$ cat config.mk
export PLATFORM = sky130hd
export DESIGN_NAME = vla_fold
export DESIGN_NICKNAME = d
export VERILOG_FILES = /design/src/assert_macros.svh /design/src/vla_pkg.sv /design/src/vla_fold.sv
export SDC_FILE = /design/constraint.sdc
export NUM_CORES = 1
export LEC_CHECK = 0
export ABC_CLOCK_PERIOD_IN_PS = 3360
export BUFFER_PORTS_ARGS = -buffer_cell sky130_fd_sc_hd__buf_4
export CAP_MARGIN = 40
export CORE_MARGIN = 5
export CORE_UTILIZATION = 48
export CTS_BUF_LIST = sky130_fd_sc_hd__clkbuf_8 sky130_fd_sc_hd__clkbuf_16
export DETAILED_ROUTE_END_ITERATION = 8
export GPL_TIMING_DRIVEN = 0
export PLACE_DENSITY = 0.86
export SLEW_MARGIN = 20
export SYNTH_ARGS = -nofsm -noshare
export SYNTH_HDL_FRONTEND = slang
export SYNTH_SLANG_ARGS = --single-unit
$ cat constraint.sdc
create_clock -name clk -period 3.36 [get_ports clk]
set_input_delay 0.168 -clock clk [delete_from_list [all_inputs] [get_ports clk]]
set_output_delay 0.168 -clock clk [all_outputs]
set_load 0.03 [all_outputs]
$ cat src/assert_macros.svh
// Shared assertion shorthands; every use samples on clk and is off during rst.
`ifndef ASSERT_MACROS_SVH
`define ASSERT_MACROS_SVH

// Same-cycle implication.
`define VLA_ASSERT_IMP(label, ante, cons, msg) \
  label: assert property (@(posedge clk) disable iff (rst) (ante) |-> (cons)) \
    else $error(msg);

// Next-cycle implication.
`define VLA_ASSERT_NEXT(label, ante, cons, msg) \
  label: assert property (@(posedge clk) disable iff (rst) (ante) |=> (cons)) \
    else $error(msg);

`endif

$ cat src/vla_pkg.sv
package vla_pkg;

  localparam int COORD_BITS       = 13;
  localparam int LENGTH_FRAC_BITS = 4;
  localparam int ANGLE_FRAC_BITS  = 6;
  localparam int CORDIC_STAGES    = 16;

  localparam int TABLE_SIZE = 24;
  localparam int ZFRAC      = 16;
  localparam int GUARD      = 16;

  localparam int ANCHOR_BITS = COORD_BITS - 1;
  localparam int DIFF_BITS   = COORD_BITS + 1;
  localparam int PROD_BITS   = 2 * COORD_BITS;
  localparam int SQ_BITS     = 2 * COORD_BITS + 1;
  localparam int LENGTH_BITS = COORD_BITS + 1 + LENGTH_FRAC_BITS;
  localparam int RAD_BITS    = 2 * LENGTH_BITS;
  localparam int REM_BITS    = LENGTH_BITS + 2;
  localparam int ANGLE_BITS  = 9 + ANGLE_FRAC_BITS;
  localparam int BASE_BITS   = 7 + ANGLE_FRAC_BITS;
  localparam int XY_BITS     = COORD_BITS + GUARD + 3;
  localparam int Z_BITS      = ZFRAC + 9;

  localparam int ROT_STAGES = (CORDIC_STAGES > TABLE_SIZE) ? TABLE_SIZE : CORDIC_STAGES;

  // Latencies of the two parallel units; the shorter one is padded to match.
  localparam int SQRT_LAT    = LENGTH_BITS + 3;
  localparam int CORDIC_LAT  = ROT_STAGES + 2;
  localparam int CORE_LAT    = (SQRT_LAT > CORDIC_LAT) ? SQRT_LAT : CORDIC_LAT;
  localparam int SQRT_PAD    = CORE_LAT - SQRT_LAT;
  localparam int CORDIC_PAD  = CORE_LAT - CORDIC_LAT;
  localparam int CORE_STAGES = CORE_LAT + 2;

  localparam int CFG_INDEX_BITS = 1;
  localparam logic [CFG_INDEX_BITS-1:0] REG_ANCHOR_X = CFG_INDEX_BITS'(0);
  localparam logic [CFG_INDEX_BITS-1:0] REG_ANCHOR_Y = CFG_INDEX_BITS'(1);

  localparam logic [ANCHOR_BITS-1:0] ANCHOR_X_RESET = ANCHOR_BITS'(400);
  localparam logic [ANCHOR_BITS-1:0] ANCHOR_Y_RESET = ANCHOR_BITS'(300);

  localparam logic [ANGLE_BITS-1:0] ANGLE_HALF  = ANGLE_BITS'(180 << ANGLE_FRAC_BITS);
  localparam logic [ANGLE_BITS-1:0] ANGLE_FULL  = ANGLE_BITS'(360 << ANGLE_FRAC_BITS);
  localparam logic [ANGLE_BITS-1:0] ANGLE_RIGHT = ANGLE_BITS'(90 << ANGLE_FRAC_BITS);
  localparam logic [BASE_BITS-1:0]  BASE_RIGHT  = BASE_BITS'(90 << ANGLE_FRAC_BITS);

  localparam logic signed [Z_BITS-1:0] Z_TOP   = Z_BITS'(90 << ZFRAC);
  localparam logic [Z_BITS-1:0]        Z_ROUND = Z_BITS'(1 << (ZFRAC - ANGLE_FRAC_BITS - 1));

  // atan(2^-i) in degrees, ZFRAC fraction bits
  localparam int ATAN_DEG [TABLE_SIZE] = '{
    2949120, 1740967, 919879, 466945, 234379, 117304, 58666, 29335,
    14668, 7334, 3667, 1833, 917, 458, 229, 115,
    57, 29, 14, 7, 4, 2, 1, 0
  };

  typedef struct packed {
    logic [COORD_BITS-1:0] ax;
    logic [COORD_BITS-1:0] ay;
    logic                  left;
    logic                  below;
    logic                  zero;
  } side_t;

endpackage

$ cat src/vla_fold.sv
module vla_fold (
  input  logic                             clk,
  input  logic                             en,
  input  vla_pkg::side_t                   side,
  input  logic [vla_pkg::BASE_BITS-1:0]    base,
  input  logic [vla_pkg::LENGTH_BITS-1:0]  len_in,
  output logic [vla_pkg::COORD_BITS-1:0]   abs_dx,
  output logic [vla_pkg::COORD_BITS-1:0]   abs_dy,
  output logic                             left_of_anchor,
  output logic                             below_anchor,
  output logic [vla_pkg::LENGTH_BITS-1:0]  length,
  output logic [vla_pkg::ANGLE_BITS-1:0]   angle_ccw,
  output logic [vla_pkg::ANGLE_BITS-1:0]   cw_angle,
  output logic                             zero_vector
);
  import vla_pkg::*;

  logic [ANGLE_BITS-1:0] base_w;
  logic [ANGLE_BITS-1:0] ccw;
  logic [ANGLE_BITS-1:0] cw;

  assign base_w = ANGLE_BITS'(base);

  // Fold the first-quadrant angle; y grows downward, so "below" is positive dy.
  always_comb begin
    priority if (side.left && side.below) begin
      ccw = ANGLE_HALF + base_w;
    end else if (side.left) begin
      ccw = ANGLE_HALF - base_w;
    end else if (side.below) begin
      ccw = ANGLE_FULL - base_w;
    end else begin
      ccw = base_w;
    end
    cw = ANGLE_FULL - ccw;
    if (side.zero) begin
      ccw = '0;
      cw  = '0;
    end
  end

  always_ff @(posedge clk) begin
    if (en) begin
      abs_dx         <= side.ax;
      abs_dy         <= side.ay;
      left_of_anchor <= side.left;
      below_anchor   <= side.below;
      length         <= len_in;
      angle_ccw      <= ccw;
      cw_angle       <= cw;
      zero_vector    <= side.zero;
    end
  end

endmodule

==> impl_results.md <==
* Detailed-route via count at 3380
* Layout area overhead at 52.81%
* Largest fanout on the critical path at 10
* Initial antenna violation count at 1
* Largest net degree at the start of global routing at 77
* Hold Vio Cnt, Final at 0
* Pre-CTS WS at 0.4611 ns
* Die outline area at 0.009093 mm²
* Most frequent cells in the layout: 137 x buf_4, 76 x edfxtp_1, 46 x dlygate4sd3_1
* Slew headroom at 0.4213
* Worst Tran Pin Value at between 0.8 and 0.9 ns
* Ratio of total power to cell area at 498.8 mW/mm²
* Met2 GRT Util at 0.4711
* Nets at 527
* Final worst slack at 0.1977 ns
* Final Setup Violations at 0
* Number of vias per cell at 5.972
* CTS tree: yes
* Max incr delay on CP at 0.72 ns
* Reg clk slew, reported paths at 0.08 ns
* Cts bufs inserted at 9
* Hold wc startpoint: side[0]
* Post-synthesis cell count at 267
* Largest cells by area after synthesis: edfxtp_1 65%, xnor2_1 3.5%, nor2_1 3.4%
* GR Util met3 at 0.09077
* Row Count at 31
* # IOs at 139
* Status: finished clean
* DP Area at 0.004634 mm²
* DR iter-0 viols at 574
* Core area at approximately 0.007 mm²
* Setup Crit Path Kind: input port to flip-flop
* First-pass GRT wire length at 18.64 mm
* Setup TNS at 0 ns
* Final Cycle Share at 0.9411
* Most common cell after layout, fill and taps aside: buf_4
* PortBufs at 135
* Yosys warns at 0
* F_max at 316.2 MHz
* CP cell instances: dlygate4sd3_1, buf_4, buf_2, xnor2_1, o32ai_1, a211oi_1, nor2_1, a21oi_1, nor3_1, nor3_1
* Final WL at between 10 and 15 mm
* Share of the synthesized area in the top cell type at 0.6526
* # resized after CTS at 0
* #FFs+latches synth at 76
* Startpoint Class: input port
* Main synth FF type: edfxtp_1
* Worst VDD drop at 0.2775 mV
* Post-synth EDFFs at between 70 and 80
* CTS max path bufs at 2
* CTS Root Cell: clkbuf_8
* Max-slew violations at 0
* Slowest-stage cell, CP: xnor2_1
* Grt ovf at 0
* DR WL/cell at 24.83 µm
* Sequential fraction of the synthesis area at 0.6526
* LEAKAGE at 2.143 nW
* Residual DRC count at 0
* Synth Area per Inst at 13.10 µm²
* Routability congestion estimate at 0.8699
* Leading area contributor after synthesis: edfxtp_1
* Tmin final at 3.162 ns
* Final Instance Area at 0.005344 mm²
* GRT Util Overall at 0.2846
* Share of layout cells above drive strength 1 at 0.3677
* Post-Syn Nets at roughly 330
* Core Util, Final at 0.7447
* Chip width at approximately 95 µm
* Fraction of registers with async set/reset at 0
* Met1 Resource Use GR at 0.3339
* Max_cap viols at 0
* CP arrival at approximately 3.3 ns
* Req. time, crit path at about 3.5 ns
* Number of global-route vias before repair at 3172
* CP Launch Point: side[1]
* Synth cell types at 57
* Post-DP HPWL at between 7 and 8 mm
* Initial DRT Pass Iterations at 5
* CP endpoint kind: flip-flop
* H-tree depth at 3
* Die height at 95.36 µm
* Netlist Area Pre-Place at around 0.0035 mm²
* Gr busiest metal: met2
* Unrepaired setup endpoints after global routing: no
* Most common cell on crit path: nor3_1
* Starting Density at 0.4874
* Hold crit path type: input port to flip-flop
* Clock Sink Count at 76
* Routed Antenna Nets at 0
[worst max-delay path: cells and delay by family]
family | cells | cell delay [ns]
AO/OA/AOI/OAI | 3 | 1.08
XOR/XNOR | 1 | 0.72
buffers and inverters | 3 | 0.84
AND/OR/NAND/NOR | 3 | 0.53
[cell families (layout without fill, tap and decap cells)]
family,count (synthesis),after routing,share of synthesized area
mux,2,2,0.007154
other cells,0,2,0
flops,76,76,0.6526
simple gates,89,89,0.1352
compound gates,53,53,0.1055
xor+xnor,20,20,0.05224
fa+ha+maj,5,5,0.01789
buf+inv,22,220,0.02934
[synth_stat cells (all sizes together) (3+ instances only)]
master,n
a31oi,3
edfxtp,76
nand2,8
nor3,11
xnor2,15
or2,4
nor2,33
nand2b,5
a211oi,4
inv,5
a21oi,9
nand3,3
o21ai,13
o21a,7
or4,3
nand3b,3
ha,5
nor2b,4
clkbuf,10
or3,5
xor2,5
o211ai,3
buf,7
[state kept, by name (all words and copies together) (netlist names)]
name            count
below_anchor        1
angle_ccw          15
length             18
zero_vector         1
cw_angle           14
left_of_anchor      1
abs_dx             13
abs_dy             13
[timing repair]
action | CTS | global route
setup buffers | 0 | 0
hold endpoints to repair | 45 | 1
hold buffers | 45 | 1
[final cells by class]
cell class	count	area, µm²
multi-input cells	169	1112
inverters	5	18.77
well taps	99	123.9
fillers	394	1832
diodes	2	5.005
flip-flops and latches	76	2282
plain buffers	17	83.83
clock buffers	9	123.9
repair buffers	182	1501
clock inverters	7	92.59
[where the power goes]
| group | switching, mW | internal (mW) | leakage, nW |
|---|---|---|---|
| Clock | 0.393 | 0.416 | 0.107 |
| Sequential | 0.0422 | 1.14 | 0.739 |
| Combinational | 0.409 | 0.262 | 1.30 |
[path summary, 6_finish.rpt]
path	end	cells past startpoint
min	zero_vector$_DFFE_PP_	1
max	cw_angle[11]$_SDFFCE_PP0P_	10
[metal layers]
layer,vias to the layer above,wire length (µm),part of all wire
met5,-,0,0
met4,0,458,0.033
met3,50,2066,0.15
met2,357,6774,0.48
met1,1589,4751,0.34
li1,1384,-,-
[metrics by stage]
step / total power [mW] / hold WS [ns] / cells
2_1_floorplan: 1.519 / 0.2669 / 267
3_3_place_gp: 1.743 / 0.3465 / 501
3_5_place_dp: 1.767 / 0.3476 / 501
4_1_cts: 2.563 / 0.003698 / 562
5_1_grt: 2.723 / 0.005619 / 565
6_report: 2.666 / 0.01634 / 566
Note: power is estimated with default switching activity, not from simulation.
