`config.mk`:
```
export PLATFORM = sky130hd
export DESIGN_NAME = vla_cordic
export DESIGN_NICKNAME = d
export VERILOG_FILES = /design/src/assert_macros.svh /design/src/vla_pkg.sv /design/src/vla_cordic.sv
export SDC_FILE = /design/constraint.sdc
export NUM_CORES = 2
export LEC_CHECK = 0
export CELL_PAD_IN_SITES_DETAIL_PLACEMENT = 0
export CELL_PAD_IN_SITES_GLOBAL_PLACEMENT = 1
export CORE_MARGIN = 3
export CORE_UTILIZATION = 56
export DETAILED_ROUTE_END_ITERATION = 6
export DONT_BUFFER_PORTS = 1
export PLACE_DENSITY_LB_ADDON = 0.1
export SLEW_MARGIN = 20
export SYNTH_ARGS = -nofsm -noshare
export SYNTH_HDL_FRONTEND = slang
export SYNTH_SLANG_ARGS = --single-unit
```
`constraint.sdc`:
```
create_clock -name clk -period 13.6 [get_ports clk]
set_clock_uncertainty 0.15 [all_clocks]
set_input_delay 0.68 -clock clk [delete_from_list [all_inputs] [get_ports clk]]
set_output_delay 0.68 -clock clk [all_outputs]
set_load 0.01 [all_outputs]
```
`src/assert_macros.svh`:
```
// Shared assertion shorthands; every use samples on clk and is off during rst.
`ifndef ASSERT_MACROS_SVH
`define ASSERT_MACROS_SVH

// Same-cycle implication.
`define VLA_ASSERT_IMP(label, ante, cons, msg) \
  label: assert property (@(posedge clk) disable iff (rst) (ante) |-> (cons)) \
    else $error(msg);

// Next-cycle implication.
`define VLA_ASSERT_NEXT(label, ante, cons, msg) \
  label: assert property (@(posedge clk) disable iff (rst) (ante) |=> (cons)) \
    else $error(msg);

`endif

```
`src/vla_pkg.sv`:
```
package vla_pkg;

  localparam int COORD_BITS       = 13;
  localparam int LENGTH_FRAC_BITS = 4;
  localparam int ANGLE_FRAC_BITS  = 6;
  localparam int CORDIC_STAGES    = 16;

  localparam int TABLE_SIZE = 24;
  localparam int ZFRAC      = 16;
  localparam int GUARD      = 16;

  localparam int ANCHOR_BITS = COORD_BITS - 1;
  localparam int DIFF_BITS   = COORD_BITS + 1;
  localparam int PROD_BITS   = 2 * COORD_BITS;
  localparam int SQ_BITS     = 2 * COORD_BITS + 1;
  localparam int LENGTH_BITS = COORD_BITS + 1 + LENGTH_FRAC_BITS;
  localparam int RAD_BITS    = 2 * LENGTH_BITS;
  localparam int REM_BITS    = LENGTH_BITS + 2;
  localparam int ANGLE_BITS  = 9 + ANGLE_FRAC_BITS;
  localparam int BASE_BITS   = 7 + ANGLE_FRAC_BITS;
  localparam int XY_BITS     = COORD_BITS + GUARD + 3;
  localparam int Z_BITS      = ZFRAC + 9;

  localparam int ROT_STAGES = (CORDIC_STAGES > TABLE_SIZE) ? TABLE_SIZE : CORDIC_STAGES;

  // Latencies of the two parallel units; the shorter one is padded to match.
  localparam int SQRT_LAT    = LENGTH_BITS + 3;
  localparam int CORDIC_LAT  = ROT_STAGES + 2;
  localparam int CORE_LAT    = (SQRT_LAT > CORDIC_LAT) ? SQRT_LAT : CORDIC_LAT;
  localparam int SQRT_PAD    = CORE_LAT - SQRT_LAT;
  localparam int CORDIC_PAD  = CORE_LAT - CORDIC_LAT;
  localparam int CORE_STAGES = CORE_LAT + 2;

  localparam int CFG_INDEX_BITS = 1;
  localparam logic [CFG_INDEX_BITS-1:0] REG_ANCHOR_X = CFG_INDEX_BITS'(0);
  localparam logic [CFG_INDEX_BITS-1:0] REG_ANCHOR_Y = CFG_INDEX_BITS'(1);

  localparam logic [ANCHOR_BITS-1:0] ANCHOR_X_RESET = ANCHOR_BITS'(400);
  localparam logic [ANCHOR_BITS-1:0] ANCHOR_Y_RESET = ANCHOR_BITS'(300);

  localparam logic [ANGLE_BITS-1:0] ANGLE_HALF  = ANGLE_BITS'(180 << ANGLE_FRAC_BITS);
  localparam logic [ANGLE_BITS-1:0] ANGLE_FULL  = ANGLE_BITS'(360 << ANGLE_FRAC_BITS);
  localparam logic [ANGLE_BITS-1:0] ANGLE_RIGHT = ANGLE_BITS'(90 << ANGLE_FRAC_BITS);
  localparam logic [BASE_BITS-1:0]  BASE_RIGHT  = BASE_BITS'(90 << ANGLE_FRAC_BITS);

  localparam logic signed [Z_BITS-1:0] Z_TOP   = Z_BITS'(90 << ZFRAC);
  localparam logic [Z_BITS-1:0]        Z_ROUND = Z_BITS'(1 << (ZFRAC - ANGLE_FRAC_BITS - 1));

  // atan(2^-i) in degrees, ZFRAC fraction bits
  localparam int ATAN_DEG [TABLE_SIZE] = '{
    2949120, 1740967, 919879, 466945, 234379, 117304, 58666, 29335,
    14668, 7334, 3667, 1833, 917, 458, 229, 115,
    57, 29, 14, 7, 4, 2, 1, 0
  };

  typedef struct packed {
    logic [COORD_BITS-1:0] ax;
    logic [COORD_BITS-1:0] ay;
    logic                  left;
    logic                  below;
    logic                  zero;
  } side_t;

endpackage

```
`src/vla_cordic.sv`:
```
module vla_cordic (
  input  logic                           clk,
  input  logic                           en,
  input  vla_pkg::side_t                 side,
  output logic [vla_pkg::BASE_BITS-1:0]  base
);
  import vla_pkg::*;

  logic signed [XY_BITS-1:0] x  [ROT_STAGES+1];
  logic signed [XY_BITS-1:0] y  [ROT_STAGES+1];
  logic signed [Z_BITS-1:0]  z  [ROT_STAGES+1];
  logic signed [XY_BITS-1:0] xs [ROT_STAGES];
  logic signed [XY_BITS-1:0] ys [ROT_STAGES];
  logic [ROT_STAGES:0]       horiz;
  logic [ROT_STAGES:0]       vert;
  logic [Z_BITS-1:0]         z_clamp;
  logic [Z_BITS-1:0]         z_round;
  logic [BASE_BITS-1:0]      base_d [CORDIC_PAD+1];

  always_comb begin
    for (int i = 0; i < ROT_STAGES; i++) begin
      xs[i] = x[i] >>> i;
      ys[i] = y[i] >>> i;
    end
  end

  always_comb begin
    if (z[ROT_STAGES][Z_BITS-1]) begin
      z_clamp = '0;
    end else if (z[ROT_STAGES] > Z_TOP) begin
      z_clamp = Z_TOP;
    end else begin
      z_clamp = z[ROT_STAGES];
    end
    z_round = z_clamp + Z_ROUND;
  end

  always_ff @(posedge clk) begin
    if (en) begin
      x[0]     <= XY_BITS'(side.ax) << GUARD;
      y[0]     <= XY_BITS'(side.ay) << GUARD;
      z[0]     <= '0;
      horiz[0] <= (side.ay == '0);
      vert[0]  <= (side.ax == '0);
      for (int i = 0; i < ROT_STAGES; i++) begin
        horiz[i+1] <= horiz[i];
        vert[i+1]  <= vert[i];
        // drive y toward zero
        if (!y[i][XY_BITS-1]) begin
          x[i+1] <= x[i] + ys[i];
          y[i+1] <= y[i] - xs[i];
          z[i+1] <= z[i] + Z_BITS'(ATAN_DEG[i]);
        end else begin
          x[i+1] <= x[i] - ys[i];
          y[i+1] <= y[i] + xs[i];
          z[i+1] <= z[i] - Z_BITS'(ATAN_DEG[i]);
        end
      end
      if (horiz[ROT_STAGES]) begin
        base_d[0] <= '0;
      end else if (vert[ROT_STAGES]) begin
        base_d[0] <= BASE_RIGHT;
      end else begin
        base_d[0] <= z_round[ZFRAC-ANGLE_FRAC_BITS +: BASE_BITS];
      end
      for (int k = 1; k <= CORDIC_PAD; k++) begin
        base_d[k] <= base_d[k-1];
      end
    end
  end

  assign base = base_d[CORDIC_PAD];

endmodule

```
==> flow_summary.yaml <==
status:
  outcome: "completed"
floorplan:
  start_util_pct: 56.5
  core_um2: 174000
  die-area_um2: 181000
  die_width_um: 426
  io_pins: 44
  die_h_um: 426
  core.rowCount: 153
clock_network:
  tritoncts.num_buffers: 147
  cts_tree: "built"
  htreeDepth: 4
  cts_root_buffer: "clkbuf_16"
  cts_setup_buffers: 0
  worstSkewPairLatency_ns: 0.80
  cts.sinks: 1203
  clk_path_buf_depth: 3
  cts.clk_slew.worst_paths_ns: 0.06
logic_synthesis:
  synth_ff_type: "edfxtp_1"
  synth_mux_area_share_pct: 0.609
  synth-edff-count: 1203
  synth_top_family_by_area: "compound AO/OA/AOI/OAI gates"
  yosysWarnings: 0
  netlist_top_cells_count: "edfxtp_1 (1203), ha_1 (1140), a21oi_1 (919), xnor2_1 (862), nor2_1 (829)"
  ys_seq_elements: 1203
  synth_fa_ha_area_share_pct: 15.1
  syn_nets: 11300
  synth_area_um2: 98600
  yosys.area_share.simple_pct: 14.4
  yosysSeqAreaShare_pct: 36.6
  synthXorXnorAreaFrac_pct: 12.0
  synth_cells: 10100
  async_flop_share_pct: 0
  synthDistinctLibCells: 110
  synth.area.top_cells: "edfxtp_1 (37%), ha_1 (14%), xnor2_1 (7.7%), a21oi_1 (4.7%), xor2_1 (4.4%)"
  avgSynthCellArea_um2: 9.72
  synth_top_area_share_pct: 36.6
  yosys.area.top_type: "edfxtp_1"
  yosysMostFrequentCell: "edfxtp_1"
  synth_compound_area_share_pct: 19.1
route:
  dr.pass1.iters: 6
  avgViaCountPerCell: 6.06
  vias: 76700
  ant_nets: 0
  first_iter_violations: 5608
  wl_um: 254000
  drc: 0
  wire_per_inst_um: 20.1
grt:
  grt_pass1_wl_um: 401000
  grtUsageTotal_pct: 27.6
  grt_start_max_net_pins: 241
  antenna_found_initial: 6
  overflow: 0
  grt_pass1_vias: 72900
finish:
  fill_cells: 14800
  insertedDiodeCount: 0
  fin_nets: 11400
  drive_gt1_share_pct: 4.23
  area_growth_pct: 7.97
  fin_util_pct: 61.0
sta:
  fmax_mhz: 111
  max_slew_margin_pct: 27.3
  setup_viol: 0
  rsz0062_at_grt: "false"
  hold_viol_final: 0
  layout_min_cycle_time_ns: 8.98
  fin_crit_sh_pct: 66.0
  slew_violations: 0
  fin_tns_setup_ns: 0
  worst_pin_slew_ns: 1.06
setup_path:
  critPathMostFrequentCell: "buf_16"
  crit_chain: "buf_16 -> buf_16 -> buf_16 -> buf_16 -> buf_16 -> buf_16 -> buf_16 -> nand2_1 -> buf_4 -> inv_1 -> buf_4 -> nor2_1 -> xor2_1 -> ha_1 -> inv_1 -> nor3_1 -> o221ai_1 -> a31oi_1 -> a31oi_1 -> o211a_1 -> a211o_1 -> o211ai_1 -> o311a_1 -> xor2_1"
  end_kind: "register"
  arrival_ns: 9.37
  cp_top_family: "buffers and inverters"
  cp.depth: 24
  worstSetupPathType: "in2reg"
  critPathBufInv: 11
  worst_path_max_delay_cell: "a31oi_1"
  crit_required_ns: 13.99
  startpoint_type: "primary input"
  reg2reg_depth: 17
  max_stage_delay_ns: 0.69
  crit_fanout: 141
placement:
  gp_congestion: 0.926
  dp_hpwl_um: 199000
  io_buffers: 0
hold_path:
  worstHoldPathType: "in2reg"
  min_path_cells: 3
job:
  cap_violations: 0
-- layout make-up --
class / instances / area, um^2 / share of cell area [%]
sequential: 1203 / 36100 / 33.9
clock inverter: 89 / 966 / 0.908
tap: 2325 / 2910 / 2.73
timing repair buffer: 64 / 748 / 0.703
inverter: 397 / 1490 / 1.40
multi-input combinational: 8386 / 60400 / 56.7
clock buffer: 175 / 3850 / 3.61
-- path summary, 6_finish.rpt --
kind	end	start	slack (ns)
max	y[12][30]$_DFFE_PP_	en	4.62
min	vert[0]$_DFFE_PP_	side[27]	0.09
max reg2reg	x[7][28]$_DFFE_PP_	y[6][31]$_DFFE_PP_	7.61
min reg2reg	horiz[10]$_DFFE_PP_	horiz[9]$_DFFE_PP_	0.26
-- stage by stage --
step / hold WS (ns) / cell area, um^2 / setup WS (ns) / cells
after floorplan: 0.250 / 98600 / 8.38 / 10100
after global placement: 0.250 / 101000 / 3.91 / 12300
after detailed placement: 0.255 / 101000 / 4.03 / 12300
after CTS: 0.00293 / 106000 / 4.93 / 12600
after global routing: 0.0201 / 106000 / 4.02 / 12600
final: 0.0853 / 106000 / 4.62 / 12600
-- layout by cell type (no fill, tap or decap), types with 27 or more instances in the layout --
master	Yosys	routed
or3_1	107	107
nor3_1	313	313
clkbuf_16	0	150
a31oi_1	76	76
o211ai_1	44	44
o21bai_1	109	109
nand2b_1	172	172
nor4_1	76	75
buf_4	0	27
o31a_1	27	27
a31o_2	28	28
and3_1	120	120
fa_1	31	31
a21o_1	342	342
nand3_1	189	189
and2_1	69	69
o21ai_0	582	582
xnor2_1	862	862
a21boi_0	29	29
edfxtp_1	1203	1203
a211oi_1	91	91
a311oi_1	30	30
nand4_1	49	49
o31ai_1	126	126
inv_1	390	390
o21a_1	158	158
nand2_1	640	640
nand3b_1	32	32
nor2_1	829	829
a211o_1	32	32
mux2i_1	42	42
nor2b_1	113	113
xor2_1	490	490
o41ai_1	44	44
ha_1	1140	1140
or2_2	51	51
a21oi_1	919	919
nor3b_1	27	27
dlygate4sd3_1	0	27
-- worst reg2reg max path: stages, from the launching register on --
cell	delay, ns
edfxtp_1	0.51
nand2_1	0.11
buf_4	0.33
inv_1	0.63
buf_4	0.49
nor2_1	0.11
xnor2_1	0.21
ha_1	0.33
a211oi_1	0.34
o21a_1	0.21
o21ai_0	0.15
o31ai_1	0.48
o21a_1	0.19
o21ai_1	0.13
a221oi_1	0.70
o21a_1	0.30
nor4_1	0.06
a311o_1	0.29
-- routing by layer --
metal,track usage [%],wire length [um],up-vias
li1,-,-,37900
met1,39.7,119000,36600
met2,43.9,115000,1738
met3,3.01,12300,351
met4,8.07,7180,4
met5,0,27,-
-- repair_timing --
item                      4_1_cts  5_1_grt
gates resized for setup         0        0
hold endpoints to repair       36        0
hold buffers                   27        0
-- kinds of logic (layout without fill, tap and decap cells) --
kind of cell,Yosys count,after routing
mux,58,58
flops,1203,1203
buf+inv,557,725
simple gates,2896,2896
fa+ha+maj,1171,1171
compound gates,2909,2909
xor+xnor,1352,1352
-- registers in the layout (all words and copies together), names as in the netlist --
name,count
base_d,52
horiz,17
vert,17
x,382
y,397
z,338
Power is left out: the tool's default activity adds up to more than one toggle a clock period on the data nets, which glitch-free logic cannot reach.
