<file path="src/assert_macros.svh">
// Shared assertion shorthands; every use samples on clk and is off during rst.
`ifndef ASSERT_MACROS_SVH
`define ASSERT_MACROS_SVH

// Same-cycle implication.
`define VLA_ASSERT_IMP(label, ante, cons, msg) \
  label: assert property (@(posedge clk) disable iff (rst) (ante) |-> (cons)) \
    else $error(msg);

// Next-cycle implication.
`define VLA_ASSERT_NEXT(label, ante, cons, msg) \
  label: assert property (@(posedge clk) disable iff (rst) (ante) |=> (cons)) \
    else $error(msg);

`endif

</file>
<file path="src/vla_pkg.sv">
package vla_pkg;

  localparam int COORD_BITS       = 13;
  localparam int LENGTH_FRAC_BITS = 4;
  localparam int ANGLE_FRAC_BITS  = 6;
  localparam int CORDIC_STAGES    = 16;

  localparam int TABLE_SIZE = 24;
  localparam int ZFRAC      = 16;
  localparam int GUARD      = 16;

  localparam int ANCHOR_BITS = COORD_BITS - 1;
  localparam int DIFF_BITS   = COORD_BITS + 1;
  localparam int PROD_BITS   = 2 * COORD_BITS;
  localparam int SQ_BITS     = 2 * COORD_BITS + 1;
  localparam int LENGTH_BITS = COORD_BITS + 1 + LENGTH_FRAC_BITS;
  localparam int RAD_BITS    = 2 * LENGTH_BITS;
  localparam int REM_BITS    = LENGTH_BITS + 2;
  localparam int ANGLE_BITS  = 9 + ANGLE_FRAC_BITS;
  localparam int BASE_BITS   = 7 + ANGLE_FRAC_BITS;
  localparam int XY_BITS     = COORD_BITS + GUARD + 3;
  localparam int Z_BITS      = ZFRAC + 9;

  localparam int ROT_STAGES = (CORDIC_STAGES > TABLE_SIZE) ? TABLE_SIZE : CORDIC_STAGES;

  // Latencies of the two parallel units; the shorter one is padded to match.
  localparam int SQRT_LAT    = LENGTH_BITS + 3;
  localparam int CORDIC_LAT  = ROT_STAGES + 2;
  localparam int CORE_LAT    = (SQRT_LAT > CORDIC_LAT) ? SQRT_LAT : CORDIC_LAT;
  localparam int SQRT_PAD    = CORE_LAT - SQRT_LAT;
  localparam int CORDIC_PAD  = CORE_LAT - CORDIC_LAT;
  localparam int CORE_STAGES = CORE_LAT + 2;

  localparam int CFG_INDEX_BITS = 1;
  localparam logic [CFG_INDEX_BITS-1:0] REG_ANCHOR_X = CFG_INDEX_BITS'(0);
  localparam logic [CFG_INDEX_BITS-1:0] REG_ANCHOR_Y = CFG_INDEX_BITS'(1);

  localparam logic [ANCHOR_BITS-1:0] ANCHOR_X_RESET = ANCHOR_BITS'(400);
  localparam logic [ANCHOR_BITS-1:0] ANCHOR_Y_RESET = ANCHOR_BITS'(300);

  localparam logic [ANGLE_BITS-1:0] ANGLE_HALF  = ANGLE_BITS'(180 << ANGLE_FRAC_BITS);
  localparam logic [ANGLE_BITS-1:0] ANGLE_FULL  = ANGLE_BITS'(360 << ANGLE_FRAC_BITS);
  localparam logic [ANGLE_BITS-1:0] ANGLE_RIGHT = ANGLE_BITS'(90 << ANGLE_FRAC_BITS);
  localparam logic [BASE_BITS-1:0]  BASE_RIGHT  = BASE_BITS'(90 << ANGLE_FRAC_BITS);

  localparam logic signed [Z_BITS-1:0] Z_TOP   = Z_BITS'(90 << ZFRAC);
  localparam logic [Z_BITS-1:0]        Z_ROUND = Z_BITS'(1 << (ZFRAC - ANGLE_FRAC_BITS - 1));

  // atan(2^-i) in degrees, ZFRAC fraction bits
  localparam int ATAN_DEG [TABLE_SIZE] = '{
    2949120, 1740967, 919879, 466945, 234379, 117304, 58666, 29335,
    14668, 7334, 3667, 1833, 917, 458, 229, 115,
    57, 29, 14, 7, 4, 2, 1, 0
  };

  typedef struct packed {
    logic [COORD_BITS-1:0] ax;
    logic [COORD_BITS-1:0] ay;
    logic                  left;
    logic                  below;
    logic                  zero;
  } side_t;

endpackage

</file>
<file path="src/vla_sqrt.sv">
module vla_sqrt (
  input  logic                             clk,
  input  logic                             en,
  input  vla_pkg::side_t                   side,
  output logic [vla_pkg::LENGTH_BITS-1:0]  length
);
  import vla_pkg::*;

  logic [PROD_BITS-1:0]   sq_x;
  logic [PROD_BITS-1:0]   sq_y;
  logic [SQ_BITS-1:0]     sum_sq;
  logic [RAD_BITS-1:0]    rad    [LENGTH_BITS];
  logic [REM_BITS-1:0]    rem    [LENGTH_BITS+1];
  logic [LENGTH_BITS-1:0] root   [LENGTH_BITS+1];
  logic [REM_BITS-1:0]    rem_sh [LENGTH_BITS];
  logic [LENGTH_BITS-1:0] take;
  logic [LENGTH_BITS-1:0] rounded;
  logic [LENGTH_BITS-1:0] len_d  [SQRT_PAD+1];

  assign sum_sq = SQ_BITS'(sq_x) + SQ_BITS'(sq_y);

  // One root bit per stage: bring down two radicand bits, try (root << 2) | 1.
  always_comb begin
    for (int j = 0; j < LENGTH_BITS; j++) begin
      rem_sh[j] = {rem[j][REM_BITS-3:0], rad[j][RAD_BITS-1 -: 2]};
      take[j]   = rem_sh[j] >= {root[j], 2'b01};
    end
  end

  // Round to nearest: bump when the remainder exceeds the root.
  assign rounded = (rem[LENGTH_BITS] > REM_BITS'(root[LENGTH_BITS]))
                 ? root[LENGTH_BITS] + LENGTH_BITS'(1) : root[LENGTH_BITS];

  always_ff @(posedge clk) begin
    if (en) begin
      sq_x    <= PROD_BITS'(side.ax) * PROD_BITS'(side.ax);
      sq_y    <= PROD_BITS'(side.ay) * PROD_BITS'(side.ay);
      rad[0]  <= RAD_BITS'(sum_sq) << (2 * LENGTH_FRAC_BITS);
      rem[0]  <= '0;
      root[0] <= '0;
      for (int j = 0; j < LENGTH_BITS - 1; j++) begin
        rad[j+1] <= rad[j] << 2;
      end
      for (int j = 0; j < LENGTH_BITS; j++) begin
        if (take[j]) begin
          rem[j+1]  <= rem_sh[j] - {root[j], 2'b01};
          root[j+1] <= {root[j][LENGTH_BITS-2:0], 1'b1};
        end else begin
          rem[j+1]  <= rem_sh[j];
          root[j+1] <= {root[j][LENGTH_BITS-2:0], 1'b0};
        end
      end
      len_d[0] <= rounded;
      for (int k = 1; k <= SQRT_PAD; k++) begin
        len_d[k] <= len_d[k-1];
      end
    end
  end

  assign length = len_d[SQRT_PAD];

endmodule

</file>
<file path="config.mk">
export PLATFORM = sky130hd
export DESIGN_NAME = vla_sqrt
export DESIGN_NICKNAME = d
export VERILOG_FILES = /design/src/assert_macros.svh /design/src/vla_pkg.sv /design/src/vla_sqrt.sv
export SDC_FILE = /design/constraint.sdc
export NUM_CORES = 2
export LEC_CHECK = 0
export BUFFER_PORTS_ARGS = -buffer_cell sky130_fd_sc_hd__buf_2
export CAP_MARGIN = 0
export CELL_PAD_IN_SITES_DETAIL_PLACEMENT = 2
export CELL_PAD_IN_SITES_GLOBAL_PLACEMENT = 2
export CORE_ASPECT_RATIO = 2
export CORE_MARGIN = 2
export CORE_UTILIZATION = 48
export CTS_CLUSTER_SIZE = 16
export DETAILED_ROUTE_END_ITERATION = 7
export PLACE_DENSITY_LB_ADDON = 0.08
export SLEW_MARGIN = 20
export SYNTH_ARGS = -nofsm -noshare
export SYNTH_HDL_FRONTEND = slang
export SYNTH_SLANG_ARGS = --single-unit
</file>
<file path="constraint.sdc">
create_clock -name clk -period 8.8 [get_ports clk]
set_input_delay 0.44 -clock clk [delete_from_list [all_inputs] [get_ports clk]]
set_output_delay 0.44 -clock clk [all_outputs]
set_load 0.05 [all_outputs]
</file>
==> metrics.md <==
| Metric | Value |
|---|---|
| Outcome | `complete, no violations` |
| CP cell instances | `buf_2 > inv_1 > nor2_1 > inv_1 > fa_1 > inv_1 > fa_1 > inv_1 > fa_1 > inv_1 > fa_1 > inv_1 > fa_1 > inv_1 > ha_1 > nand4_1 > a31o_2 > o21ai_0 > o221ai_1 > o22ai_1 > nor4_1 > a311o_1` |
| Reg2reg setup slack | `4.68 ns` |
| Crit path max-delay cell type | `sky130_fd_sc_hd__fa_1` |
| Setup TNS after final layout | `0 ns` |
| Proportion of register bits with asynchronous set or reset after synthesis | `0%` |
| Max transition margin | `a little over a third` |
| Post-detail-place hpwl | `106000 um` |
| Cell count after placement | `between 5000 and 6000` |
| Post-synthesis share of cell area spent on xor and xnor gates | `5.67%` |
| GRT Residual Overflow | `0` |
| Number of detailed-routing iterations run before antenna repair | `8` |
| Worst reg-to-reg path cell count | `10` |
| Reg-to-Reg End | `rem[9][4]` |
| Multiplexer share of the synthesized area | `1.31%` |
| Die Height | `between 400 and 500 um` |
| FF+latch count, synth | `747` |
| Num CTS Buffers | `72` |
| Total count of hold-check failures in the final report | `0` |
| PD cells | `306 nW/um^2` |
| Total standard cell area after synthesis | `45900 um^2` |
| Pin slew with the least headroom to its limit | `0.954 ns` |
| Setup repair bufs after CTS | `0` |
| Site Rows | `160` |
| Layout area overhead | `8.56%` |
| Insertion delay of the later-clocked pin in the worst-skew pair | `0.66 ns` |
| Initial antenna violation count | `0` |
| Final Instance Count excl. Fillers | `5341` |
| Io pins | `49` |
| CP endpoint | `sq_y[24]` |
| Total DRC errors in the routed layout | `0` |
| TritonCTS clock tree | `yes` |
| Post-synthesis average cell area | `11.4 um^2` |
| CTS Root Cell | `sky130_fd_sc_hd__clkbuf_16` |
| Full die area | `98300 um^2` |
| Required time of the critical path | `9.19 ns` |
| Worst IR Drop VDD | `roughly 0.17 mV` |
| Top_reg_cell synth | `sky130_fd_sc_hd__edfxtp_1` |
| Arrival time at the worst endpoint | `6.22 ns` |
| Logic depth of the worst setup path including buffers | `22` |
| Chip width | `223 um` |
| Routed Antenna Nets | `0` |
| Total buffers and inverters traversed by the critical path | `8` |
| CTS Hold Bufs | `0` |
| Num Clock Sinks | `747` |
| Main combinational cell family by area after synthesis | `adder cells` |
| WL final | `143000 um` |
| Number of antenna diodes | `0` |
| Achievable frequency | `172 MHz` |
| Vias in the first global route | `about 37000` |
| Layout net count | `4666` |
| Setup-violating endpoint count in the final report | `0` |
| Proportion of synthesized chip area in sequential cells | `48.8%` |
| Origin of the worst setup path | `side[12]` |
| Largest stage delay on the critical path | `0.53 ns` |
| Starting DRC count in detailed routing | `approximately 1600` |
| Adder-cell area share of the yosys netlist | `between 10% and 20%` |
| Largest net degree at the start of global routing | `106` |
| First-pass GRT wire length | `between 200000 and 250000 um` |
| Synthesized instance count | `4025` |
| Distinct cells, synth | `82` |
| Worst clock skew | `0.0277 ns` |
| Fillers | `roughly 9500` |
| Post-synthesis compound-gate area fraction | `9.87%` |
| Count of pins over their slew limit | `0` |
| CTS-repair resized insts | `0` |
| Peak fanout along the critical path | `11` |
| Gpl congestion | `about 0.84` |
| Final setup margin | `2.97 ns` |
| Classification of the worst-slack hold path | `in -> reg` |
| Area of the placeable core | `94900 um^2` |
| Most common library cell in the layout ignoring fill and taps | `sky130_fd_sc_hd__edfxtp_1` |
| Synth Area in Simple Gates | `9.91%` |
| Warnings from Yosys | `0` |
| Effective utilization at floorplan | `48.4%` |
| DR WL/cell | `26.8 um` |
| Post-CTS clock slew at the launch and capture registers of the worst setup and hold paths | `0.08 ns` |
| Worst slack at placement | `2.30 ns` |
| Nature of the critical path endpoint | `register` |
| Crit path top cell by count | `sky130_fd_sc_hd__inv_1` |
| Tot GR Track Use | `29.6%` |
| Number of nets produced by synthesis | `4616` |
| H-tree depth reported by CTS | `3` |
| R2r startpoint | `root[2][0]` |
| Gate family responsible for the most delay along the worst path | `adder cells` |
| Number of port buffers | `45` |
| Setup repair after global routing missed its margin | `false` |
| Most frequent cells in the layout | `sky130_fd_sc_hd__edfxtp_1 (746), sky130_fd_sc_hd__inv_1 (634), sky130_fd_sc_hd__ha_1 (365)` |
| Worst Setup Path Type | `in -> reg` |
| Final period demand of the worst path | `roughly 6 ns` |
| Ratio of cells with drive above 1 in the final layout | `6.23%` |
| Number of synthesized flops with an enable pin | `roughly 750` |
| Leakage | `around 0.021 uW` |
| Bufs on Longest Clock Path | `3` |
| Share of the clock period used by the worst path after layout | `66.2%` |
| Routed vias | `31200` |
| Crit path launch type | `input pin` |
| Max capacitance violation total | `0` |
| Avg Vias per Cell | `5.84` |
==> logic make-up after synthesis <==
family / after synthesis
AO/OA/AOI/OAI: 726
XOR/XNOR: 297
adder cells (fa/ha/maj): 560
buffers and inverters: 724
flip-flops: 747
multiplexers: 54
AND/OR/NAND/NOR: 917
==> worst reg2reg max path: stages (launching register included) <==
cell and delay [ns]:
sky130_fd_sc_hd__edfxtp_1 0.53, sky130_fd_sc_hd__inv_1 0.09, sky130_fd_sc_hd__ha_1 0.38, sky130_fd_sc_hd__nor2b_1 0.21
sky130_fd_sc_hd__o21ai_0 0.17, sky130_fd_sc_hd__a21boi_0 0.51, sky130_fd_sc_hd__nor3_1 0.16, sky130_fd_sc_hd__o32ai_1 0.63
sky130_fd_sc_hd__or3_1 0.70, sky130_fd_sc_hd__o21ai_0 0.28, sky130_fd_sc_hd__o21a_1 0.21
==> per-stage QoR <==
step                total power, uW  hold slack (ns)  util (%)  cell area [um^2]
floorplan                      9480            0.400         -             45900
global placement              11300            0.400      50.1             47500
detailed placement            11900            0.406      50.1             47500
CTS                           15300            0.168      52.5             49800
global route                  16000            0.197      52.5             49800
finish                        15200            0.211      52.5             49800
==> worst min path at each step <==
stage               startpoint     endpoint  slack (ns)  depth (start not counted)
floorplan           rad[9][24]  rad[10][26]        0.40                          0
finish                side[16]      sq_x[0]        0.21                          1
global placement    rad[9][28]  rad[10][30]        0.40                          0
detailed placement  rad[5][16]   rad[6][18]        0.41                          0
global route          side[16]      sq_x[0]        0.20                          1
CTS                   side[16]      sq_x[0]        0.17                          1
==> flip-flops by register name, summed over array words and instances (netlist names) <==
name,flops
root,171
rad,209
sq_y,25
rem,299
sq_x,25
len_d,18
==> per-layer routing <==
layer,up-vias,wire [um],part of all wire [%],GRT usage [%]
li1,14000,-,-,-
met1,16200,43300,30,24.9
met2,644,86400,60,63.1
met3,390,3110,2.2,3.13
met4,0,10400,7.3,19.1
met5,-,0,0,0
==> synth_stat cells, drive strengths merged, types with 82 or more instances <==
cell type / instances / share of area, %
edfxtp: 746 / 49
o21ai: 188 / 2.0
inv: 634 / 5.2
ha: 365 / 9.9
and2: 90 / 1.2
xnor2: 183 / 3.5
clkbuf: 82 / 0.67
a21o: 103 / 1.7
nand2: 280 / 2.3
nor2: 197 / 1.6
a21oi: 213 / 2.3
xor2: 114 / 2.2
fa: 195 / 8.5
==> report_power, final <==
part / switching, uW / internal [uW]
registers: 469 / 4940
logic: 4150 / 2440
clock network: 1470 / 1780
==> final cells by class <==
class / count / area, um^2 / area share (%)
multi-input combinational: 2554 / 20800 / 41.7
sequential: 747 / 22400 / 45.0
tap: 1215 / 1520 / 3.05
timing repair buffer: 66 / 409 / 0.821
clock inverter: 37 / 370 / 0.743
inverter: 634 / 2380 / 4.78
clock buffer: 88 / 1950 / 3.90
Note: power is estimated with default switching activity, not from simulation.
