`src/assert_macros.svh`:
```
// Shared assertion shorthands; every use samples on clk and is off during rst.
`ifndef ASSERT_MACROS_SVH
`define ASSERT_MACROS_SVH

// Same-cycle implication.
`define VLA_ASSERT_IMP(label, ante, cons, msg) \
  label: assert property (@(posedge clk) disable iff (rst) (ante) |-> (cons)) \
    else $error(msg);

// Next-cycle implication.
`define VLA_ASSERT_NEXT(label, ante, cons, msg) \
  label: assert property (@(posedge clk) disable iff (rst) (ante) |=> (cons)) \
    else $error(msg);

`endif

```
`src/vla_pkg.sv`:
```
package vla_pkg;

  localparam int COORD_BITS       = 13;
  localparam int LENGTH_FRAC_BITS = 4;
  localparam int ANGLE_FRAC_BITS  = 6;
  localparam int CORDIC_STAGES    = 16;

  localparam int TABLE_SIZE = 24;
  localparam int ZFRAC      = 16;
  localparam int GUARD      = 16;

  localparam int ANCHOR_BITS = COORD_BITS - 1;
  localparam int DIFF_BITS   = COORD_BITS + 1;
  localparam int PROD_BITS   = 2 * COORD_BITS;
  localparam int SQ_BITS     = 2 * COORD_BITS + 1;
  localparam int LENGTH_BITS = COORD_BITS + 1 + LENGTH_FRAC_BITS;
  localparam int RAD_BITS    = 2 * LENGTH_BITS;
  localparam int REM_BITS    = LENGTH_BITS + 2;
  localparam int ANGLE_BITS  = 9 + ANGLE_FRAC_BITS;
  localparam int BASE_BITS   = 7 + ANGLE_FRAC_BITS;
  localparam int XY_BITS     = COORD_BITS + GUARD + 3;
  localparam int Z_BITS      = ZFRAC + 9;

  localparam int ROT_STAGES = (CORDIC_STAGES > TABLE_SIZE) ? TABLE_SIZE : CORDIC_STAGES;

  // Latencies of the two parallel units; the shorter one is padded to match.
  localparam int SQRT_LAT    = LENGTH_BITS + 3;
  localparam int CORDIC_LAT  = ROT_STAGES + 2;
  localparam int CORE_LAT    = (SQRT_LAT > CORDIC_LAT) ? SQRT_LAT : CORDIC_LAT;
  localparam int SQRT_PAD    = CORE_LAT - SQRT_LAT;
  localparam int CORDIC_PAD  = CORE_LAT - CORDIC_LAT;
  localparam int CORE_STAGES = CORE_LAT + 2;

  localparam int CFG_INDEX_BITS = 1;
  localparam logic [CFG_INDEX_BITS-1:0] REG_ANCHOR_X = CFG_INDEX_BITS'(0);
  localparam logic [CFG_INDEX_BITS-1:0] REG_ANCHOR_Y = CFG_INDEX_BITS'(1);

  localparam logic [ANCHOR_BITS-1:0] ANCHOR_X_RESET = ANCHOR_BITS'(400);
  localparam logic [ANCHOR_BITS-1:0] ANCHOR_Y_RESET = ANCHOR_BITS'(300);

  localparam logic [ANGLE_BITS-1:0] ANGLE_HALF  = ANGLE_BITS'(180 << ANGLE_FRAC_BITS);
  localparam logic [ANGLE_BITS-1:0] ANGLE_FULL  = ANGLE_BITS'(360 << ANGLE_FRAC_BITS);
  localparam logic [ANGLE_BITS-1:0] ANGLE_RIGHT = ANGLE_BITS'(90 << ANGLE_FRAC_BITS);
  localparam logic [BASE_BITS-1:0]  BASE_RIGHT  = BASE_BITS'(90 << ANGLE_FRAC_BITS);

  localparam logic signed [Z_BITS-1:0] Z_TOP   = Z_BITS'(90 << ZFRAC);
  localparam logic [Z_BITS-1:0]        Z_ROUND = Z_BITS'(1 << (ZFRAC - ANGLE_FRAC_BITS - 1));

  // atan(2^-i) in degrees, ZFRAC fraction bits
  localparam int ATAN_DEG [TABLE_SIZE] = '{
    2949120, 1740967, 919879, 466945, 234379, 117304, 58666, 29335,
    14668, 7334, 3667, 1833, 917, 458, 229, 115,
    57, 29, 14, 7, 4, 2, 1, 0
  };

  typedef struct packed {
    logic [COORD_BITS-1:0] ax;
    logic [COORD_BITS-1:0] ay;
    logic                  left;
    logic                  below;
    logic                  zero;
  } side_t;

endpackage

```
`src/vla_delta.sv`:
```
module vla_delta (
  input  logic                                   clk,
  input  logic                                   en,
  input  logic signed [vla_pkg::COORD_BITS-1:0]  point_x,
  input  logic signed [vla_pkg::COORD_BITS-1:0]  point_y,
  input  logic        [vla_pkg::ANCHOR_BITS-1:0] anchor_x,
  input  logic        [vla_pkg::ANCHOR_BITS-1:0] anchor_y,
  output vla_pkg::side_t                         side
);
  import vla_pkg::*;

  logic [DIFF_BITS-1:0] dx;
  logic [DIFF_BITS-1:0] dy;

  always_ff @(posedge clk) begin
    if (en) begin
      dx <= DIFF_BITS'(point_x) - DIFF_BITS'(anchor_x);
      dy <= DIFF_BITS'(point_y) - DIFF_BITS'(anchor_y);
    end
  end

  always_ff @(posedge clk) begin
    if (en) begin
      side.ax    <= dx[DIFF_BITS-1] ? COORD_BITS'(-dx) : COORD_BITS'(dx);
      side.ay    <= dy[DIFF_BITS-1] ? COORD_BITS'(-dy) : COORD_BITS'(dy);
      side.left  <= dx[DIFF_BITS-1];
      side.below <= !dy[DIFF_BITS-1] && (dy != '0);
      side.zero  <= (dx == '0) && (dy == '0);
    end
  end

endmodule

```
`config.mk`:
```
export PLATFORM = sky130hd
export DESIGN_NAME = vla_delta
export DESIGN_NICKNAME = d
export VERILOG_FILES = /design/src/assert_macros.svh /design/src/vla_pkg.sv /design/src/vla_delta.sv
export SDC_FILE = /design/constraint.sdc
export NUM_CORES = 1
export LEC_CHECK = 0
export BUFFER_PORTS_ARGS = -buffer_cell sky130_fd_sc_hd__buf_2
export CAP_MARGIN = 10
export CORE_AREA = 2 2 91 159
export CTS_CLUSTER_SIZE = 40
export DETAILED_ROUTE_END_ITERATION = 16
export DIE_AREA = 0 0 93 161
export HOLD_SLACK_MARGIN = 0.08
export PLACE_DENSITY = 0.49
export SETUP_SLACK_MARGIN = 0.15
export SLEW_MARGIN = 20
export SYNTH_ARGS = -nofsm -noshare
export SYNTH_HDL_FRONTEND = slang
export SYNTH_SLANG_ARGS = --single-unit
```
`constraint.sdc`:
```
create_clock -name clk -period 3 [get_ports clk]
set_input_delay 0.15 -clock clk [delete_from_list [all_inputs] [get_ports clk]]
set_output_delay 0.15 -clock clk [all_outputs]
set_load 0.05 [all_outputs]
```
==> reports/metrics.csv, run 1 <==
metric,value,unit
Cell variety after synth,39,
worst path cell trace,or4_4 > nor4_4 > nand2b_1 > or3_4 > nand2_1 > xnor2_1,
"Largest stage delay, worst path",600,ps
syn nets,372,
initial antenna violation count,0,
"most common cell after layout, fill and taps aside",buf_2,
global-route usage over all layers,0.08228,
DRT iter0 DRCs,76,
"area leader, netlist",edfxtp_1,
Initial Util,0.2449,
WP data required,3060,ps
clk slew on worst S/H paths,40,ps
outcome,"finished, final reports clean",
placed instance area,3975,um2
Final Setup Violations,0,
# clock sinks,57,
MaxCap Viol Count,0,
fmax,478.9,MHz
Final nets,462,
Synth Instances,292,
total core area,13690,um2
first-pass GRT wire length,9.791,mm
max-slew violations,0,
Vias,2381,
Seq. cell area,1712,um2
H-Tree Depth,3,
die width,93,um
dpl hpwl,4.988,mm
Multi-input gate area,1495,um2
sequential area share after synthesis,0.5104,
drt total wl,6.013,mm
share of layout cells above drive strength 1,0.2487,
maximum VDD drop,0.1989,mV
Area Overhead vs Synth,25.93,%
RD Place Congestion,0.7110,
Rows,57,
Tmin final,2088,ps
Crit Path Max Fanout,4,
DR WL/cell,10.68,um
final hold slack,138.9,ps
WS Path Type,register to register,
WP buf/inv,0,
Crit-path slowest cell,or4_4,
vias in the first global route,2311,
"CP delay by family, top",simple AND/OR/NAND/NOR gates,
Overall Power,2.613,mW
# Post-CTS Setup Buffers,0,
Hold Path Class,primary input to register,
post-cts sizing count,0,
I/O Buffers,80,
Setup Skew,3.129,ps
"Hold-fix buffers, CTS",0,
Worst Path Arrival,2150,ps
Synth warnings,0,
Num CTS Buffers,9,
Yosys top cell area share,0.5104,
CTS tree,done,
RSZ-0062 raised after global routing,false,
"Avg Cell Area, Syn",11.48,um2
Final Cycle Share,0.6960,
Final ANT Viol Nets,0,
CP endpoint kind,register,
I/O pin count,81,
Yosys reg bits,57,
# diodes,0,
"Hold Violations, Final",0,
# fillers,1437,
Die Area,14970,um2
Clock Path Buffers,2,
DRC Markers,0,
largest net degree at the start of global routing,38,
drt first pass iters,4,
slew margin rel.,0.4945,
most frequent cells in the layout,"80 x buf_2, 57 x edfxtp_1, 37 x inv_1",
P_leak,1.802,nW
Worst Tran Pin Value,758.2,ps
Power Density,618.9,nW/um2
post-route setup TNS,0,ps
root buf cell,clkbuf_16,
grt ovf,0,
synth top area cells,"edfxtp_1 51%, ha_1 9.7%, xnor2_1 8.1%",
crit start category,register,
drt via density,4.229,
post-route cell area,4223,um2
Mapped Area,3353,um2
clk_lat worst skew,320,ps
Die Y,161,um
-- power breakdown --
part | switching, mW | internal [mW] | total, mW
logic | 0.421 | 0.235 | 0.656
registers | 0.0761 | 1.05 | 1.12
clock network | 0.285 | 0.547 | 0.832
total | 0.782 | 1.83 | 2.61
-- kinds of logic after synthesis --
logic type,count (synthesis),share of synthesized area
AO/OA/AOI/OAI,65,0.1235
AND/OR/NAND/NOR,60,0.1011
flip-flops,57,0.5104
XOR/XNOR,43,0.1123
buffers and inverters,39,0.04366
adder cells (fa/ha/maj),28,0.1090
-- per-layer routing --
layer  track usage  vias to the layer above  routed length (um)
li1              -                     1229                   -
met1       0.08674                     1064                2443
met2        0.1430                       75                3077
met3       0.02379                       13                 306
met4       0.04880                        0                 186
met5             0                        -                   0
-- flip-flops by register name, summed over array words and instances (netlist names) --
| signal | cells |
|---|---|
| dx | 14 |
| dy | 14 |
| side | 29 |
-- cells in the mapped netlist --
| cell | number |
|---|---|
| edfxtp_1 | 57 |
| or2_2 | 1 |
| nor4_1 | 2 |
| o41ai_1 | 3 |
| and3_1 | 2 |
| a31oi_1 | 2 |
| o31ai_1 | 6 |
| o21ai_0 | 15 |
| inv_1 | 37 |
| a21oi_1 | 17 |
| a21o_1 | 6 |
| nor2_2 | 1 |
| nand2b_1 | 8 |
| nor3_1 | 2 |
| o31a_1 | 1 |
| nor4_4 | 1 |
| or3_4 | 1 |
| o211ai_1 | 1 |
| a211oi_1 | 2 |
| and4_1 | 3 |
| xnor2_1 | 31 |
| nor3b_1 | 1 |
| clkbuf_1 | 2 |
| nand3_1 | 2 |
| nand3b_1 | 1 |
| or3_1 | 2 |
| nor2_1 | 9 |
| or4_4 | 1 |
| xor2_1 | 12 |
| a221oi_1 | 1 |
| fa_1 | 2 |
| ha_1 | 26 |
| a31o_2 | 1 |
| a41oi_1 | 1 |
| or4_1 | 1 |
| nand2_1 | 18 |
| o21bai_1 | 5 |
| o21a_1 | 4 |
| nor2b_1 | 4 |
-- final cells by class --
| cell class | count | area share |
|---|---|---|
| clock buffers | 14 | 0.05778 |
| clock inverters | 1 | 0.0008889 |
| inverters | 37 | 0.03289 |
| multi-input cells | 196 | 0.3541 |
| flip-flops and latches | 57 | 0.4053 |
| well taps | 177 | 0.05244 |
| repair buffers | 81 | 0.09659 |
-- stage by stage --
step,util,setup WS [ps],cells
3_5_place_dp,0.2903,701.2,548
2_1_floorplan,-,992.3,292
5_1_grt,0.3084,801.9,563
6_report,0.3084,911.9,563
3_3_place_gp,0.2903,753.9,548
4_1_cts,0.3084,901.3,563
-- path summary, 6_finish.rpt --
| kind | from | end | slack [ps] | cells past startpoint |
|---|---|---|---|---|
| hold / removal | point_y[12] | dy[13] | 140 | 2 |
| setup / recovery | dy[5] | side[15] | 910 | 6 |
| setup reg to reg | dy[5] | side[15] | 910 | 6 |
| hold reg to reg | dy[0] | side[3] | 480 | 0 |
No activity file was read; power rests on OpenSTA's default activity.
==> inputs of run 2 (changes only) <==
PLACE_DENSITY = 0.5   (was 0.49)
clock period = 1.8 ns   (was 3 ns; I/O delays follow)
==> reports/metrics.csv, run 2 (synthesized netlist as in run 1, its figures left out) <==
metric,value,unit,change
outcome,"finished, violations left",,
failing checks,negative setup slack,,
slew margin rel.,0.7059,,+0.2114
Worst Tran Pin Value,441.2,ps,-317.1 ps
max reg flops,29,,unchanged
Inst Count DP,585,,+6.8%
initial antenna violation count,0,,unchanged
Overall Power,4.569,mW,+75%
Die Y,161,um,unchanged
Final Setup Violations,3,,+3
vias in the first global route,2580,,+12%
"Hold Violations, Final",0,,unchanged
clk_lat worst skew,310,ps,about the same
DRC Markers,0,,unchanged
clk slew on worst S/H paths,50,ps,about the same
Crit Path Max Fanout,2,,-2
most frequent cells in the layout,"78 x buf_2, 57 x edfxtp_1, 43 x buf_4",,
pre-CTS setup slack,-195.5,ps,-896.7 ps
Final ANT Viol Nets,0,,unchanged
Hold Path Class,primary input to register,,
DR WL/cell,10.91,um,+2.1%
maximum VDD drop,0.3287,mV,+65%
Vias,2504,,+5.2%
final hold slack,106.3,ps,-32.64 ps
grt ovf,0,,unchanged
Setup Skew,3.077,ps,-0.05251 ps
root buf cell,clkbuf_16,,
biggest registers after layout,"side (29), dx (14), dy (14)",,
Area Overhead vs Synth,41.72,%,
Clock Path Buffers,2,,unchanged
Tmin final,1992,ps,-95.93 ps
Die Area,14970,um2,unchanged
fmax,502.0,MHz,+4.8%
Initial Util,0.2449,,unchanged
WP data required,1860,ps,-1200 ps
H-Tree Depth,3,,unchanged
Final Util,0.3470,,+0.03865
Final Cycle Share,1.107,,+0.4107
first-pass GRT wire length,11.09,mm,+13%
"most common cell after layout, fill and taps aside",buf_2,,
Power Density,961.4,nW/um2,+55%
Worst Path Arrival,2060,ps,-90 ps
CP endpoint kind,register,,
RSZ-0062 raised after global routing,true,,
MaxCap Viol Count,0,,unchanged
total core area,13690,um2,unchanged
# fillers,1429,,-0.56%
Final nets,505,,+9.3%
# clock sinks,57,,unchanged
I/O Buffers,80,,unchanged
P_leak,2.048,nW,+14%
global-route usage over all layers,0.09267,,+0.01040
RD Place Congestion,0.7059,,-0.72%
Final WS setup,-192.2,ps,-1104 ps
crit start category,register,,
max-slew violations,0,,unchanged
WS Path Type,register to register,,
CTS tree,done,,
Rows,57,,unchanged
# diodes,0,,unchanged
die width,93,um,unchanged
share of layout cells above drive strength 1,0.4005,,+0.1518
Seq. cell area,1712,um2,unchanged
drt total wl,6.587,mm,+9.5%
DRT iter0 DRCs,68,,-11%
I/O pin count,81,,unchanged
Num CTS Buffers,9,,unchanged
drt first pass iters,4,,unchanged
Largest Register,side,,
Finished Layout Cells,604,,+7.3%
Multi-input gate area,1660,um2,+11%
dpl hpwl,5.333,mm,+6.9%
drt via density,4.146,,-2.0%
largest net degree at the start of global routing,58,,+53%
run 2: changes by cell type in the layout (fill, tap and decap cells not counted), moves of 4 or more:
cell      previous run  this run
buf_4                1        43
o21ai_0             15        11
a21oi_2              0         6
clkbuf_1             5         1
inv_2                0         4
a21oi_1             17        11
inv_1               37        31
run 2: worst paths after layout:
kind / start / slack, ps / cells past startpoint / to
worst max-delay path: dy[6] / -190 / 6 / side[15]
worst min-delay path: point_x[12] / 110 / 2 / dx[12]
worst max register to register: dy[6] / -190 / 6 / side[15]
worst min register to register: dy[0] / 480 / 0 / side[3]
run 2: repair_timing:
| item | CTS | global route |
|---|---|---|
| gates resized for setup | 17 | 10 |
| buffers inserted | 2 | 3 |
| endpoints found under the hold margin | 1 | 0 |
| hold buffers | 1 | 0 |
| pin swaps | 4 | 14 |
| gates cloned | 0 | 0 |
| endpoints found under the setup margin | 12 | 23 |
run 2: cell type report:
class | instances | area share
Clock buffer | 10 | 0.04818
Tap cell | 177 | 0.04660
Multi-Input combinational cell | 196 | 0.3494
Inverter | 37 | 0.03449
Timing Repair Buffer | 124 | 0.1588
Clock inverter | 3 | 0.002370
Sequential cell | 57 | 0.3602
run 2: routing by layer:
metal	routed length, um	GRT usage
met3	303	0.02239
met1	2629	0.1008
met4	153	0.04746
met5	0	0
met2	3501	0.1644
run 2: power breakdown:
group | switching [mW] | internal, mW
clock | 0.477 | 0.884
sequential | 0.109 | 1.75
combinational | 0.797 | 0.555
total | 1.38 | 3.19
run 2: through the flow:
stage / setup TNS (ps) / area, um2
6_report: -536.3 / 4752
5_1_grt: -1325 / 4752
4_1_cts: -584.4 / 4705
3_5_place_dp: -1868 / 4363
3_3_place_gp: -1459 / 4363
2_1_floorplan: -415.9 / 3451
run 2: worst max-delay path, cell delays in order, from the launching register on:
cell and delay, ps:
edfxtp_1 380, or4_4 560, nor4_4 170, nand2b_1 100, or3_4 380, nand2_1 90, xnor2_1 60
